### src/rtl/q4bda_pkg.sv
// Shared types, constants and float32 helper functions for q4_block_dot_accumulate.
// No dependencies.
`default_nettype none
package q4bda_pkg;

    localparam logic [31:0] CANON_NAN = 32'h7FC0_0000;
    localparam logic [30:0] INF_MAG   = 31'h7F80_0000;

    typedef enum logic [3:0] {
        OP_NOP,
        OP_LOAD,
        OP_MUL_AW,
        OP_MUL_PS,
        OP_MUL_NORM,
        OP_MUL_ROUND,
        OP_ADD_ALIGN,
        OP_ADD_NORM,
        OP_ADD_ROUND,
        OP_EMIT
    } dp_op_t;

    typedef enum logic [3:0] {
        ST_IDLE,
        ST_MUL_AW,
        ST_MUL_AW_N,
        ST_MUL_AW_R,
        ST_MUL_PS,
        ST_MUL_PS_N,
        ST_MUL_PS_R,
        ST_ADD,
        ST_ADD_N,
        ST_ADD_R,
        ST_EMIT
    } ctrl_state_t;

    typedef struct packed {
        dp_op_t op;
        logic   half;   // 0: low nibble term, 1: high nibble term
    } dp_cmd_t;

    typedef struct packed {
        logic out_busy; // result register full and not taken this cycle
        logic last;     // held item closes the dot product
    } dp_status_t;

    // Half to single, exact; subnormals normalised, inf/NaN payload kept.
    function automatic logic [31:0] h2f(input logic [15:0] h);
        logic [31:0] r;
        logic [4:0]  e;
        logic [9:0]  m;
        logic [9:0]  fr;
        logic [3:0]  p;
        e = h[14:10];
        m = h[9:0];
        p = 4'd0;
        for (int i = 0; i < 10; i++)
        begin
            if (m[i])
                p = 4'(i);
        end
        fr = 10'(m << (4'd10 - p));
        if (e == 5'd0)
        begin
            if (m == 10'd0)
                r = {h[15], 31'd0};
            else
                r = {h[15], 8'(8'd103 + {4'd0, p}), fr, 13'd0};
        end
        else if (e == 5'd31)
            r = {h[15], INF_MAG[30:23], m, 13'd0};
        else
            r = {h[15], 8'({3'd0, e} + 8'd112), m, 13'd0};
        return r;
    endfunction

    // Nibble minus 8 as float32 (exact, -8..7).
    function automatic logic [31:0] w2f(input logic [3:0] nib);
        logic [31:0] r;
        logic [3:0]  mag;
        logic        s;
        logic [4:0]  p;
        logic [22:0] fr;
        s   = ~nib[3];
        mag = s ? 4'(4'd8 - nib) : 4'(nib - 4'd8);
        p   = 5'd0;
        for (int i = 0; i < 4; i++)
        begin
            if (mag[i])
                p = 5'(i);
        end
        fr = 23'({19'd0, mag} << (5'd23 - p));
        if (mag == 4'd0)
            r = 32'd0;
        else
            r = {s, 8'(8'd127 + {3'd0, p}), fr};
        return r;
    endfunction

    function automatic logic [5:0] lzc48(input logic [47:0] v);
        logic [5:0] lz;
        lz = 6'd0;
        for (int i = 0; i < 48; i++)
        begin
            if (v[i])
                lz = 6'(47 - i);
        end
        return lz;
    endfunction

    function automatic logic [4:0] lzc28(input logic [27:0] v);
        logic [4:0] lz;
        lz = 5'd0;
        for (int i = 0; i < 28; i++)
        begin
            if (v[i])
                lz = 5'(27 - i);
        end
        return lz;
    endfunction

    // mant: leading one at bit 26 when normal, bits 2..0 guard and sticky.
    // Value = mant / 2^26 * 2^(exp - 127). Round to nearest even, subnormals kept.
    function automatic logic [31:0] round_pack(input logic sign,
                                              input logic signed [10:0] exp,
                                              input logic [26:0] mant);
        logic [31:0] r;
        logic [26:0] m2;
        logic [26:0] mask;
        logic [10:0] sh;
        logic [7:0]  ef;
        logic        ru;
        logic [30:0] mag;
        m2   = mant;
        ef   = exp[7:0];
        sh   = 11'(11'sd1 - exp);
        mask = ~(27'h7FF_FFFF << sh[4:0]);
        if (exp < 11'sd1)
        begin
            ef = 8'd0;
            if (sh > 11'd26)
                m2 = {26'd0, |mant};
            else
                m2 = (mant >> sh[4:0]) | {26'd0, |(mant & mask)};
        end
        ru  = m2[2] & ((|m2[1:0]) | m2[3]);
        mag = {ef, m2[25:3]} + {30'd0, ru};
        if (exp >= 11'sd255)
            r = {sign, INF_MAG};
        else
            r = {sign, mag};
        return r;
    endfunction

endpackage
`default_nettype wire

### src/rtl/q4bda_in_if.sv
// Input channel interface: valid/ready with one block item as payload.
// Depends on nothing.
`default_nettype none
interface q4bda_in_if;
    logic        valid;
    logic        ready;
    logic [15:0] scale_half;
    logic [7:0]  weight_byte;
    logic [31:0] act_low;
    logic [31:0] act_high;
    logic        last;

    modport source (output valid, scale_half, weight_byte, act_low, act_high, last,
                    input ready);
    modport sink   (input valid, scale_half, weight_byte, act_low, act_high, last,
                    output ready);
endinterface
`default_nettype wire

### src/rtl/q4bda_out_if.sv
// Output channel interface: valid/ready with the finished sum as payload.
// Depends on nothing.
`default_nettype none
interface q4bda_out_if;
    logic        valid;
    logic        ready;
    logic [31:0] sum_bits;

    modport source (output valid, sum_bits, input ready);
    modport sink   (input valid, sum_bits, output ready);
endinterface
`default_nettype wire

### src/rtl/q4bda_ctrl.sv
// Sequencer for the multiply/add datapath: one command per cycle.
// Depends on q4bda_pkg.
`default_nettype none
module q4bda_ctrl
(
    input  wire logic                   clk,
    input  wire logic                   rst_n,
    input  wire logic                   in_valid,
    output logic                        in_ready,
    input  wire q4bda_pkg::dp_status_t  status,
    output q4bda_pkg::dp_cmd_t          cmd
);

    q4bda_pkg::ctrl_state_t state_reg, state_next;
    logic half_reg, half_next;

    always_ff @(posedge clk or negedge rst_n)
    begin
        if (!rst_n)
        begin
            state_reg <= q4bda_pkg::ST_IDLE;
            half_reg  <= 1'b0;
        end
        else
        begin
            state_reg <= state_next;
            half_reg  <= half_next;
        end
    end

    always_comb
    begin
        state_next = state_reg;
        half_next  = half_reg;
        in_ready   = 1'b0;
        cmd.op     = q4bda_pkg::OP_NOP;
        cmd.half   = half_reg;
        case (state_reg)
            q4bda_pkg::ST_IDLE:
            begin
                in_ready = 1'b1;
                if (in_valid)
                begin
                    cmd.op     = q4bda_pkg::OP_LOAD;
                    half_next  = 1'b0;
                    state_next = q4bda_pkg::ST_MUL_AW;
                end
            end
            q4bda_pkg::ST_MUL_AW:
            begin
                cmd.op     = q4bda_pkg::OP_MUL_AW;
                state_next = q4bda_pkg::ST_MUL_AW_N;
            end
            q4bda_pkg::ST_MUL_AW_N:
            begin
                cmd.op     = q4bda_pkg::OP_MUL_NORM;
                state_next = q4bda_pkg::ST_MUL_AW_R;
            end
            q4bda_pkg::ST_MUL_AW_R:
            begin
                cmd.op     = q4bda_pkg::OP_MUL_ROUND;
                state_next = q4bda_pkg::ST_MUL_PS;
            end
            q4bda_pkg::ST_MUL_PS:
            begin
                cmd.op     = q4bda_pkg::OP_MUL_PS;
                state_next = q4bda_pkg::ST_MUL_PS_N;
            end
            q4bda_pkg::ST_MUL_PS_N:
            begin
                cmd.op     = q4bda_pkg::OP_MUL_NORM;
                state_next = q4bda_pkg::ST_MUL_PS_R;
            end
            q4bda_pkg::ST_MUL_PS_R:
            begin
                cmd.op     = q4bda_pkg::OP_MUL_ROUND;
                state_next = q4bda_pkg::ST_ADD;
            end
            q4bda_pkg::ST_ADD:
            begin
                cmd.op     = q4bda_pkg::OP_ADD_ALIGN;
                state_next = q4bda_pkg::ST_ADD_N;
            end
            q4bda_pkg::ST_ADD_N:
            begin
                cmd.op     = q4bda_pkg::OP_ADD_NORM;
                state_next = q4bda_pkg::ST_ADD_R;
            end
            q4bda_pkg::ST_ADD_R:
            begin
                cmd.op = q4bda_pkg::OP_ADD_ROUND;
                if (!half_reg)
                begin
                    half_next  = 1'b1;
                    state_next = q4bda_pkg::ST_MUL_AW;
                end
                else if (status.last)
                    state_next = q4bda_pkg::ST_EMIT;
                else
                    state_next = q4bda_pkg::ST_IDLE;
            end
            q4bda_pkg::ST_EMIT:
            begin
                if (!status.out_busy)
                begin
                    cmd.op     = q4bda_pkg::OP_EMIT;
                    state_next = q4bda_pkg::ST_IDLE;
                end
            end
            default:
            begin
                state_next = q4bda_pkg::ST_IDLE;
            end
        endcase
    end

endmodule
`default_nettype wire

### src/rtl/q4bda_datapath.sv
// Item registers, shared float32 multiplier and adder stages, accumulator
// and result register. Depends on q4bda_pkg.
`default_nettype none
module q4bda_datapath
(
    input  wire logic                  clk,
    input  wire logic                  rst_n,
    input  wire q4bda_pkg::dp_cmd_t    cmd,
    output q4bda_pkg::dp_status_t      status,
    input  wire logic [15:0]           scale_half,
    input  wire logic [7:0]            weight_byte,
    input  wire logic [31:0]           act_low,
    input  wire logic [31:0]           act_high,
    input  wire logic                  last,
    output logic                       out_valid,
    input  wire logic                  out_ready,
    output logic [31:0]                out_sum
);

    logic [31:0] scale_reg, actl_reg, acth_reg, prod_reg, out_reg;
    logic [7:0]  wbyte_reg;
    logic        last_reg;
    logic [31:0] acc_reg, acc_next;
    logic        out_valid_reg, out_valid_next;

    // multiplier stage registers
    logic               m_spec_reg;
    logic [31:0]        m_spec_val_reg;
    logic               m_sign_reg;
    logic signed [10:0] m_exp_reg;
    logic [47:0]        m_prod_reg;
    logic [5:0]         m_lz_reg;

    // adder stage registers
    logic               a_spec_reg;
    logic [31:0]        a_spec_val_reg;
    logic               a_sign_reg;
    logic               a_zero_reg;
    logic signed [10:0] a_exp_reg;
    logic [27:0]        a_sum_reg;
    logic [4:0]         a_lz_reg;

    // ---- multiplier operand select and first stage
    logic [31:0] mop_a, mop_b;
    logic [7:0]  ea, eb, ea_e, eb_e;
    logic        a_nan, b_nan, a_inf, b_inf, a_zero, b_zero, m_sign;
    logic        m_spec;
    logic [31:0] m_spec_val;
    logic [47:0] m_prod;
    logic signed [10:0] m_exp;

    always_comb
    begin
        if (cmd.op == q4bda_pkg::OP_MUL_PS)
        begin
            mop_a = prod_reg;
            mop_b = scale_reg;
        end
        else if (cmd.half)
        begin
            mop_a = acth_reg;
            mop_b = q4bda_pkg::w2f(wbyte_reg[7:4]);
        end
        else
        begin
            mop_a = actl_reg;
            mop_b = q4bda_pkg::w2f(wbyte_reg[3:0]);
        end
        ea     = mop_a[30:23];
        eb     = mop_b[30:23];
        ea_e   = (ea == 8'd0) ? 8'd1 : ea;
        eb_e   = (eb == 8'd0) ? 8'd1 : eb;
        a_nan  = (ea == 8'hFF) && (mop_a[22:0] != 23'd0);
        b_nan  = (eb == 8'hFF) && (mop_b[22:0] != 23'd0);
        a_inf  = (ea == 8'hFF) && (mop_a[22:0] == 23'd0);
        b_inf  = (eb == 8'hFF) && (mop_b[22:0] == 23'd0);
        a_zero = (mop_a[30:0] == 31'd0);
        b_zero = (mop_b[30:0] == 31'd0);
        m_sign = mop_a[31] ^ mop_b[31];
        m_spec = 1'b1;
        if (a_nan || b_nan || (a_inf && b_zero) || (a_zero && b_inf))
            m_spec_val = q4bda_pkg::CANON_NAN;
        else if (a_inf || b_inf)
            m_spec_val = {m_sign, q4bda_pkg::INF_MAG};
        else if (a_zero || b_zero)
            m_spec_val = {m_sign, 31'd0};
        else
        begin
            m_spec     = 1'b0;
            m_spec_val = 32'd0;
        end
        m_prod = {(ea != 8'd0), mop_a[22:0]} * {(eb != 8'd0), mop_b[22:0]};
        m_exp  = $signed(11'({3'd0, ea_e}) + 11'({3'd0, eb_e}) - 11'd126);
    end

    // ---- multiplier normalise and round
    logic [47:0] m_norm;
    logic [31:0] m_result;

    always_comb
    begin
        m_norm   = m_prod_reg << m_lz_reg;
        m_result = q4bda_pkg::round_pack(m_sign_reg,
                                         m_exp_reg - $signed({5'd0, m_lz_reg}),
                                         {m_norm[47:22], |m_norm[21:0]});
        if (m_spec_reg)
            m_result = m_spec_val_reg;
    end

    // ---- adder first stage: order, align, add
    logic [31:0] ax, ay;
    logic [7:0]  ex, ey, ex_e, ey_e, d;
    logic        x_nan, y_nan, x_inf, y_inf, x_zero, y_zero;
    logic [26:0] mx, my, my_al, al_mask;
    logic [27:0] a_sum;
    logic        a_spec;
    logic [31:0] a_spec_val;

    always_comb
    begin
        if (prod_reg[30:0] > acc_reg[30:0])
        begin
            ax = prod_reg;
            ay = acc_reg;
        end
        else
        begin
            ax = acc_reg;
            ay = prod_reg;
        end
        ex     = ax[30:23];
        ey     = ay[30:23];
        ex_e   = (ex == 8'd0) ? 8'd1 : ex;
        ey_e   = (ey == 8'd0) ? 8'd1 : ey;
        x_nan  = (ex == 8'hFF) && (ax[22:0] != 23'd0);
        y_nan  = (ey == 8'hFF) && (ay[22:0] != 23'd0);
        x_inf  = (ex == 8'hFF) && (ax[22:0] == 23'd0);
        y_inf  = (ey == 8'hFF) && (ay[22:0] == 23'd0);
        x_zero = (ax[30:0] == 31'd0);
        y_zero = (ay[30:0] == 31'd0);
        a_spec = 1'b1;
        if (x_nan || y_nan || (x_inf && y_inf && (ax[31] != ay[31])))
            a_spec_val = q4bda_pkg::CANON_NAN;
        else if (x_inf)
            a_spec_val = ax;
        else if (x_zero && y_zero)
            a_spec_val = {ax[31] & ay[31], 31'd0};
        else
        begin
            a_spec     = 1'b0;
            a_spec_val = 32'd0;
        end
        d       = ex_e - ey_e;
        mx      = {(ex != 8'd0), ax[22:0], 3'd0};
        my      = {(ey != 8'd0), ay[22:0], 3'd0};
        al_mask = ~(27'h7FF_FFFF << d[4:0]);
        if (d > 8'd26)
            my_al = {26'd0, |my};
        else
            my_al = (my >> d[4:0]) | {26'd0, |(my & al_mask)};
        if (ax[31] ^ ay[31])
            a_sum = {1'b0, mx} - {1'b0, my_al};
        else
            a_sum = {1'b0, mx} + {1'b0, my_al};
    end

    // ---- adder normalise and round; exact cancellation gives +0
    logic [27:0] a_norm;
    logic [31:0] a_result;

    always_comb
    begin
        a_norm   = a_sum_reg << a_lz_reg;
        a_result = q4bda_pkg::round_pack(a_sign_reg,
                                         a_exp_reg - $signed({6'd0, a_lz_reg}),
                                         {a_norm[27:2], |a_norm[1:0]});
        if (a_spec_reg)
            a_result = a_spec_val_reg;
        else if (a_zero_reg)
            a_result = 32'd0;
    end

    // ---- accumulator and result register
    always_comb
    begin
        acc_next       = acc_reg;
        out_valid_next = out_valid_reg & ~out_ready;
        if (cmd.op == q4bda_pkg::OP_ADD_ROUND)
            acc_next = a_result;
        else if (cmd.op == q4bda_pkg::OP_EMIT)
        begin
            acc_next       = 32'd0;
            out_valid_next = 1'b1;
        end
    end

    always_ff @(posedge clk or negedge rst_n)
    begin
        if (!rst_n)
        begin
            acc_reg       <= 32'd0;
            out_valid_reg <= 1'b0;
        end
        else
        begin
            acc_reg       <= acc_next;
            out_valid_reg <= out_valid_next;
        end
    end

    always_ff @(posedge clk)
    begin
        case (cmd.op)
            q4bda_pkg::OP_LOAD:
            begin
                scale_reg <= q4bda_pkg::h2f(scale_half);
                wbyte_reg <= weight_byte;
                actl_reg  <= act_low;
                acth_reg  <= act_high;
                last_reg  <= last;
            end
            q4bda_pkg::OP_MUL_AW, q4bda_pkg::OP_MUL_PS:
            begin
                m_spec_reg     <= m_spec;
                m_spec_val_reg <= m_spec_val;
                m_sign_reg     <= m_sign;
                m_exp_reg      <= m_exp;
                m_prod_reg     <= m_prod;
            end
            q4bda_pkg::OP_MUL_NORM:
            begin
                m_lz_reg <= q4bda_pkg::lzc48(m_prod_reg);
            end
            q4bda_pkg::OP_MUL_ROUND:
            begin
                prod_reg <= m_result;
            end
            q4bda_pkg::OP_ADD_ALIGN:
            begin
                a_spec_reg     <= a_spec;
                a_spec_val_reg <= a_spec_val;
                a_sign_reg     <= ax[31];
                a_zero_reg     <= (a_sum == 28'd0);
                a_exp_reg      <= $signed(11'({3'd0, ex_e}) + 11'd1);
                a_sum_reg      <= a_sum;
            end
            q4bda_pkg::OP_ADD_NORM:
            begin
                a_lz_reg <= q4bda_pkg::lzc28(a_sum_reg);
            end
            q4bda_pkg::OP_EMIT:
            begin
                out_reg <= acc_reg;
            end
            default:
            begin
            end
        endcase
    end

    assign status.out_busy = out_valid_reg & ~out_ready;
    assign status.last     = last_reg;
    assign out_valid       = out_valid_reg;
    assign out_sum         = out_reg;

endmodule
`default_nettype wire

### src/rtl/q4_block_dot_accumulate.sv
// Q4 block dot product accumulator: float32 sum of act * (nibble - 8) * scale.
// Per item: accept, then per nibble multiply by weight, by scale and add; on
// last, an emit step waits while the result register is full. The controller
// sequences the single shared multiplier and adder and takes no new item until
// the current one is done. Reset clears the accumulator to +0 and empties the
// result register. Depends on q4bda_pkg, interfaces, q4bda_ctrl, q4bda_datapath.
`default_nettype none
module q4_block_dot_accumulate
(
    input  wire logic   clk,
    input  wire logic   rst_n,
    q4bda_in_if.sink    in_ch,
    q4bda_out_if.source out_ch
);

    q4bda_pkg::dp_cmd_t    cmd;
    q4bda_pkg::dp_status_t status;

    // Controller: sequences each transaction through the shared units
    q4bda_ctrl u_ctrl
    (
        .clk      (clk),
        .rst_n    (rst_n),
        .in_valid (in_ch.valid),
        .in_ready (in_ch.ready),
        .status   (status),
        .cmd      (cmd)
    );

    // Datapath: result register decouples the output transaction from new input
    q4bda_datapath u_dp
    (
        .clk         (clk),
        .rst_n       (rst_n),
        .cmd         (cmd),
        .status      (status),
        .scale_half  (in_ch.scale_half),
        .weight_byte (in_ch.weight_byte),
        .act_low     (in_ch.act_low),
        .act_high    (in_ch.act_high),
        .last        (in_ch.last),
        .out_valid   (out_ch.valid),
        .out_ready   (out_ch.ready),
        .out_sum     (out_ch.sum_bits)
    );

endmodule
`default_nettype wire
### src/flat_wrapper.sv
// flat-port wrapper written by rule: the top's interface ports become plain ports
module q4_block_dot_accumulate_flat 
  (clk, rst_n, in_ch_valid, in_ch_scale_half, in_ch_weight_byte, in_ch_act_low, in_ch_act_high, in_ch_last, in_ch_ready, out_ch_valid, out_ch_sum_bits, out_ch_ready);
  q4bda_in_if in_ch_i ();
  q4bda_out_if out_ch_i ();
  input  wire logic clk;
  input  wire logic rst_n;
  input wire logic [$bits(in_ch_i.valid)-1:0] in_ch_valid;
  input wire logic [$bits(in_ch_i.scale_half)-1:0] in_ch_scale_half;
  input wire logic [$bits(in_ch_i.weight_byte)-1:0] in_ch_weight_byte;
  input wire logic [$bits(in_ch_i.act_low)-1:0] in_ch_act_low;
  input wire logic [$bits(in_ch_i.act_high)-1:0] in_ch_act_high;
  input wire logic [$bits(in_ch_i.last)-1:0] in_ch_last;
  output wire logic [$bits(in_ch_i.ready)-1:0] in_ch_ready;
  output wire logic [$bits(out_ch_i.valid)-1:0] out_ch_valid;
  output wire logic [$bits(out_ch_i.sum_bits)-1:0] out_ch_sum_bits;
  input wire logic [$bits(out_ch_i.ready)-1:0] out_ch_ready;
  assign in_ch_i.valid = in_ch_valid;
  assign in_ch_i.scale_half = in_ch_scale_half;
  assign in_ch_i.weight_byte = in_ch_weight_byte;
  assign in_ch_i.act_low = in_ch_act_low;
  assign in_ch_i.act_high = in_ch_act_high;
  assign in_ch_i.last = in_ch_last;
  assign in_ch_ready = in_ch_i.ready;
  assign out_ch_valid = out_ch_i.valid;
  assign out_ch_sum_bits = out_ch_i.sum_bits;
  assign out_ch_i.ready = out_ch_ready;
  q4_block_dot_accumulate u_core (.clk(clk), .rst_n(rst_n), .in_ch(in_ch_i), .out_ch(out_ch_i));
endmodule
### config.mk
export PLATFORM = sky130hd
export DESIGN_NAME = q4_block_dot_accumulate_flat
export DESIGN_NICKNAME = d
export VERILOG_FILES = /design/src/rtl/q4bda_pkg.sv /design/src/rtl/q4bda_in_if.sv /design/src/rtl/q4bda_out_if.sv /design/src/rtl/q4bda_ctrl.sv /design/src/rtl/q4bda_datapath.sv /design/src/rtl/q4_block_dot_accumulate.sv /design/src/flat_wrapper.sv
export SDC_FILE = /design/constraint.sdc
export NUM_CORES = 2
export LEC_CHECK = 0
export BUFFER_PORTS_ARGS = -buffer_cell sky130_fd_sc_hd__buf_2
export CORE_AREA = 2 2 329 363
export DETAILED_ROUTE_END_ITERATION = 7
export DIE_AREA = 0 0 331 365
export GPL_TIMING_DRIVEN = 0
export PLACE_DENSITY = 0.53
export SLEW_MARGIN = 20
export SYNTH_ARGS = -nofsm -noshare
export SYNTH_HDL_FRONTEND = slang
export SYNTH_SLANG_ARGS = --single-unit
### constraint.sdc
create_clock -name clk -period 11.2 [get_ports clk]
set_input_delay 0.56 -clock clk [delete_from_list [all_inputs] [get_ports clk]]
set_output_delay 0.56 -clock clk [all_outputs]
set_load 0.1 [all_outputs]
Word level (Yosys, flattened, before mapping)
Index checks and enable logic that the tools add are counted.
{"block": "totals", "reg_bits": 385, "out_inout_bits": 34, "inputBits": 93, "word_cells": 343}
{"block": "op_classes", "eq_ne": 27, "bitwise_logic": 20, "add_sub_neg": 23, "shift": 11, "mux": 145, "n_lt_le_gt_ge": 8, "multipliers": 1, "reduce_logical": 74}
{"op": "$mux W32", "n": 17}
{"op": "$mux W5", "n": 36}
{"op": "$mux W31", "n": 5}
{"op": "$mux W4", "n": 32}
{"op": "$logic_not A31 Y1", "n": 4}
{"op": "$mux W26", "n": 4}
{"op": "$mux W6", "n": 16}
{"op": "$logic_not A23 Y1", "n": 4}
{"op": "$reduce_bool A23 Y1", "n": 4}
{"op": "$and A27 B27 Y27", "n": 3}
{"op": "$not A27 Y27", "n": 3}
{"op": "$reduce_or A27 Y1", "n": 3}
{"op": "$shl A27 B5 Y27 const A", "n": 3}
{"op": "$add A31 B1 Y31", "n": 2}
{"op": "$shr A27 B5 Y26", "n": 2}
{"op": "$or A26 B1 Y26", "n": 2}
{"op": "$mul A24 B24 Y48", "n": 1}
{"op": "$mux W8", "n": 6}
{"op": "$reduce_or A48 Y1", "n": 1}
{"op": "$shl A48 B6 Y48", "n": 1}
{"op": "$shl A4 B5 Y23", "n": 2}
{"op": "$pmux W4 S11", "n": 1}
{"op": "$pmux W4 S9", "n": 1}
{"op": "$eq A4 B3 Y1 const B", "n": 8}
{"op": "59 further kinds", "n": 148}

Logic depth before layout (Yosys ltp)
{"block": "logic_depth", "word_depth": 47, "ltp_mapped": 54, "depth_no_buf": 45}

Modules after synthesis
A second synthesis with hierarchy kept.
{"block": "hier_totals", "hier_cells": 4449, "area_unflattened_um2": 40685.3}
{"module": "q4bda_datapath", "area_per_inst_um2": 40282.4, "n_inst": 1, "cells_each": 4399}
{"module": "q4bda_ctrl", "area_per_inst_um2": 402.9, "n_inst": 1, "cells_each": 50}

Worst setup path after synthesis
No wires, ideal clock.
{"block": "synth_path", "path_type": "register -> register", "start": "register u_core.u_dp.acc_reg[29]", "end": "register u_core.u_dp.a_zero_reg (data pin)", "synth_period_minus_slack_ns": 10.613, "path_stages_with_launch": 51, "t_arrival_ns": 10.443, "slack_ns": 0.587, "n_path_buf": 14, "setup_time_ns": 0.170, "cell_sequence": "dfrtp_1 -> clkbuf_1 -> inv_1 -> ha_1 -> nand4_2 -> nor4_4 -> nand4_1 -> a21boi_1 -> or2_1 -> buf_6 -> buf_2 -> buf_1 -> clkbuf_1 -> clkbuf_1 -> clkbuf_1 -> nor3_1 -> o2111ai_1 -> nor4_1 -> [15 not listed] -> ha_1 -> clkbuf_1 -> o21bai_1 -> a21oi_1 -> o41ai_1 -> o22ai_1 -> o2111ai_1 -> a21oi_1 -> o41ai_1 -> o41ai_1 -> o41ai_1 -> and2_1 -> nor4_1 -> mux2_2 -> nor2_1 -> o311ai_0 -> or4_1 -> nor4_2"}
{"block": "synth_via", "elab_chain_len": 14, "elab_cells_between_ends": 24, "cone_classes": "add/sub: 3; order compare: 2; shift: 2; mux: 6; bitwise: 4; reduce/logical: 7"}
{"element": "start, declared", "line": "q4bda_datapath.sv:23", "source": "logic [31:0] acc_reg, acc_next;"}
{"element": "start signal, assigned", "line": "q4bda_datapath.sv:206", "source": "acc_reg <= acc_next;"}
{"element": "$gt A31 B31 Y1", "line": "q4bda_datapath.sv:121", "source": "if (prod_reg[30:0] > acc_reg[30:0])"}
{"element": "$mux W32", "line": "q4bda_datapath.sv:121"}
{"element": "$logic_not A8 Y1, on equally long branches", "line": "q4bda_datapath.sv:133, q4bda_datapath.sv:134"}
{"element": "$mux W8, on equally long branches", "line": "q4bda_datapath.sv:133, q4bda_datapath.sv:134"}
{"element": "$sub A8 B8 Y8", "line": "q4bda_datapath.sv:153", "source": "d = ex_e - ey_e;"}
{"element": "$shl A27 B5 Y27", "line": "q4bda_datapath.sv:156", "source": "al_mask = ~(27'h7FF_FFFF << d[4:0]);"}
{"element": "$not A27 Y27", "line": "q4bda_datapath.sv:156"}
{"element": "$and A27 B27 Y27", "line": "q4bda_datapath.sv:160", "source": "my_al = (my >> d[4:0]) | {26'd0, |(my & al_mask)};"}
{"element": "$reduce_or A27 Y1", "line": "q4bda_datapath.sv:160"}
{"element": "$or A27 B1 Y27", "line": "q4bda_datapath.sv:160"}
{"element": "$mux W27", "line": "q4bda_datapath.sv:157", "source": "if (d > 8'd26)"}
{"element": "$add A27 B27 Y28 / $sub A27 B27 Y28 (equally long branches)", "line": "q4bda_datapath.sv:164, q4bda_datapath.sv:162"}
{"element": "$mux W28 (*)", "line": "q4bda_datapath.sv:161", "source": "if (ax[31] ^ ay[31])"}
{"element": "$logic_not A28 Y1 (*)", "line": "q4bda_datapath.sv:243", "source": "a_zero_reg <= (a_sum == 28'd0);"}
{"element": "end signal, assigned", "line": "q4bda_datapath.sv:243"}
{"element": "end, declared", "line": "q4bda_datapath.sv:38", "source": "logic a_zero_reg;"}
Mark *: on every way between the ends. The rest lies on a longest branch, timed or not.
A chain may end at the register's enable or synchronous reset.

Worst setup path after layout
{"block": "layout_path", "start": "register u_core.u_dp.acc_reg[29]", "end": "register u_core.u_dp.a_zero_reg (data pin)"}
{"block": "layout_via", "elab_chain_len": 14, "elab_cells_between_ends": 24, "cone_classes": "add/sub: 3; order compare: 2; shift: 2; mux: 6; bitwise: 4; reduce/logical: 7"}
{"element": "$gt A31 B31 Y1", "line": "q4bda_datapath.sv:121"}
{"element": "$mux W32", "line": "q4bda_datapath.sv:121"}
{"element": "$logic_not A8 Y1, on equally long branches", "line": "q4bda_datapath.sv:133, q4bda_datapath.sv:134"}
{"element": "$mux W8, on equally long branches", "line": "q4bda_datapath.sv:133, q4bda_datapath.sv:134"}
{"element": "$sub A8 B8 Y8", "line": "q4bda_datapath.sv:153"}
{"element": "$shl A27 B5 Y27", "line": "q4bda_datapath.sv:156"}
{"element": "$not A27 Y27", "line": "q4bda_datapath.sv:156"}
{"element": "$and A27 B27 Y27", "line": "q4bda_datapath.sv:160"}
{"element": "$reduce_or A27 Y1", "line": "q4bda_datapath.sv:160"}
{"element": "$or A27 B1 Y27", "line": "q4bda_datapath.sv:160"}
{"element": "$mux W27", "line": "q4bda_datapath.sv:157"}
{"element": "$add A27 B27 Y28 / $sub A27 B27 Y28 (equally long branches)", "line": "q4bda_datapath.sv:164, q4bda_datapath.sv:162"}
{"element": "$mux W28 (*)", "line": "q4bda_datapath.sv:161"}
{"element": "named net u_core.u_dp.a_sum[21]", "line": "q4bda_datapath.sv:115", "source": "logic [27:0] a_sum;"}
{"element": "$logic_not A28 Y1 (*)", "line": "q4bda_datapath.sv:243"}
The timed path passes the listed nets; every way through them passes the cells marked *.

==> flow_summary.yaml <==
outcome:
  status: "finished clean"
synth:
  synth_top_family_by_area: "adder cells"
  yosys_warnings: 0
  syn_inst: 4558
  post-synth-top-area-cell: "edfxtp_1"
  synth_area_leaders: "edfxtp_1, fa_1, ha_1"
  synth_ff_type: "edfxtp_1"
  synth_common_cells: "nand2_1, inv_1, nor2_1"
  yosysSeqAreaShare: 0.236
  ys_types: 125
  synth-simple-area-share: 0.179
  synth_fa_ha_area_frac: 0.194
  async_reset_ff_frac: 0.117
  synth_top_area_share: 0.212
  synth_area_per_cell_um2: 8.94
  muxShareOfSynthArea: 0.121
  synth_xor_area_frac: 0.0284
  yosysMostFrequentCell: "nand2_1"
  synth_compound_area_frac: 0.174
  synth.ff_latch_count: 326
  synth_edf_count: 288
  synth_area_um2: 40700
routing:
  dr.pass1.iters: 8
  post-route-drc-count: 0
  viasPerCell: 5.87
  drt_iter0_drc: 3323
  wl_per_cell_um: 25.3
  antenna_left: 0
  wirelength_um: 161000
  vias: 37309
timing:
  fin_ws_ns: 0.311
  fin_skew_ns: 0.0210
  slew-limit-headroom: 0.144
  fin_tns_setup_ns: 0
  tightest_slew_ns: 1.27
  finalSetupViolCount: 0
  period_share: 0.972
  period_minus_slack_ns: 10.89
  slew_viol_final: 0
  rsz0062_at_grt: "yes"
  hold_viol: 0
  fmax_mhz: 91.8
cts:
  root_buffer: "clkbuf_16"
  cts_tree: "built"
  clk_latency_ns: 0.62
  path_clk_slew_ns: 0.06
  cts_sinks: 326
  clk_path_buf_depth: 3
  cts_htree_levels: 2
  numCtsBuffers: 38
critical_path:
  path_buf_inv: 11
  endpoint_kind: "flip-flop"
  reg2reg_depth: 47
  crit_path_top_delay_cell: "or4_4"
  worstPathArrival_ns: 11.32
  critPathMaxStageDelay_ns: 0.53
  start_kind: "flip-flop"
  crit_fanout: 10
  crit_top_cell: "inv_1"
  r2r_setup_slack_ns: 0.31
  worstReg2RegStart: "u_core.u_dp.acc_reg[29]"
  r2r-end: "u_core.u_dp.a_zero_reg"
  worstSetupPathType: "reg -> reg"
  cp_top_family: "compound AO/OA/AOI/OAI gates"
  critPathRequiredTime_ns: 11.63
layout:
  largest_reg_flops: 35
  nets: 5389
  drive_gt1_frac: 0.135
  stdcell_count: 6361
  syn2layout_area_growth_pct: 12.3
min_path:
  hold_class: "in -> reg"
  hp-start: "in_ch_act_high[26]"
  min_to: "u_core.u_dp.acth_reg[26]"
  whs_path_depth: 1
placed_design:
  hpwl_um: 129000
  port_buffers: 126
  gp_congestion: 0.993
  post-place-cells: 6257
  place_ws_ns: -3.58
run:
  drv_cap: 0
floorplanning:
  die_w_um: 331
  pin_count: 127
  die_h_um: 365
  core_area_um2: 117000
  start_util: 0.348
  rows: 132
  die_area_um2: 121000
grt:
  grt_max_degree: 61
  grt_pass1_vias: 36773
  grtUsageTotal: 0.262
  grt-ovfl-total: 0
  antenna_found_initial: 8
  grt_pass1_wl_um: 238000
through the flow:
stage | hold WS [ns] | util | cell area (um2)
after floorplan | 0.264 | - | 40800
after global placement | 0.434 | 0.370 | 43400
after detailed placement | 0.436 | 0.372 | 43600
after CTS | 0.0850 | 0.386 | 45300
after global routing | 0.0970 | 0.390 | 45800
final | 0.118 | 0.390 | 45800
kinds of logic after synthesis:
kind of cell / count (synthesis)
other: 1
adders and majority gates: 509
DFF: 326
xor gates and xnor gates: 132
muxes: 330
and+or+nand+nor: 1489
buffers and inverters: 701
AOI/OAI and AO/OA: 1070
per-layer routing:
metal  up-vias  track usage  wire, um
met5         -            0        51
met4         8        0.142      9910
met1     18390        0.315     62000
met3       402       0.0362     10100
li1      16974            -         -
met2      1535        0.454     78900
cell type report:
class                      count  area, um2
timing repair buffer         177       1090
tap                         1541       1930
antenna                        3       7.51
buffer                       271       1350
clock inverter                21        241
clock buffer                  48       1060
sequential                   326       9630
multi-input combinational   3552      28900
inverter                     422       1590
fill                       11995      71500
timing repair:
action | in CTS | in global routing
hold buffers | 0 | 1
resized for setup | 108 | 83
pin swaps | 7 | 20
hold endpoints to repair | 0 | 37
gates cloned | 0 | 0
endpoints found under the setup margin | 28 | 11
buffers inserted | 15 | 24
layout by cell type, fill, tap and decap left out, drive strengths merged, types with 140 or more instances in the layout:
cell type and n:
clkbuf 240, mux2i 169, nor2 372, and3 140, fa 203, a21oi 289, ha 305, nand2 450
edfxtp 288, inv 421, buf 255, o21ai 246
worst max-delay path by stage:
stage	start	endpoint	slack [ns]	cells after the start
2_1_floorplan	u_core.u_dp.acc_reg[29]	u_core.u_dp.a_zero_reg	0.59	50
3_3_place_gp	u_core.u_dp.acc_reg[29]	u_core.u_dp.a_zero_reg	-3.76	49
3_5_place_dp	u_core.u_dp.acc_reg[29]	u_core.u_dp.a_zero_reg	-3.58	50
4_1_cts	u_core.u_dp.acc_reg[23]	u_core.u_dp.a_zero_reg	-0.1	47
5_1_grt	u_core.u_dp.acc_reg[30]	u_core.u_dp.a_zero_reg	-0.11	47
6_report	u_core.u_dp.acc_reg[29]	u_core.u_dp.a_zero_reg	0.31	47
Power is not shown: default switching activity piles up to over one toggle a cycle in this logic, so the estimate is an artifact.
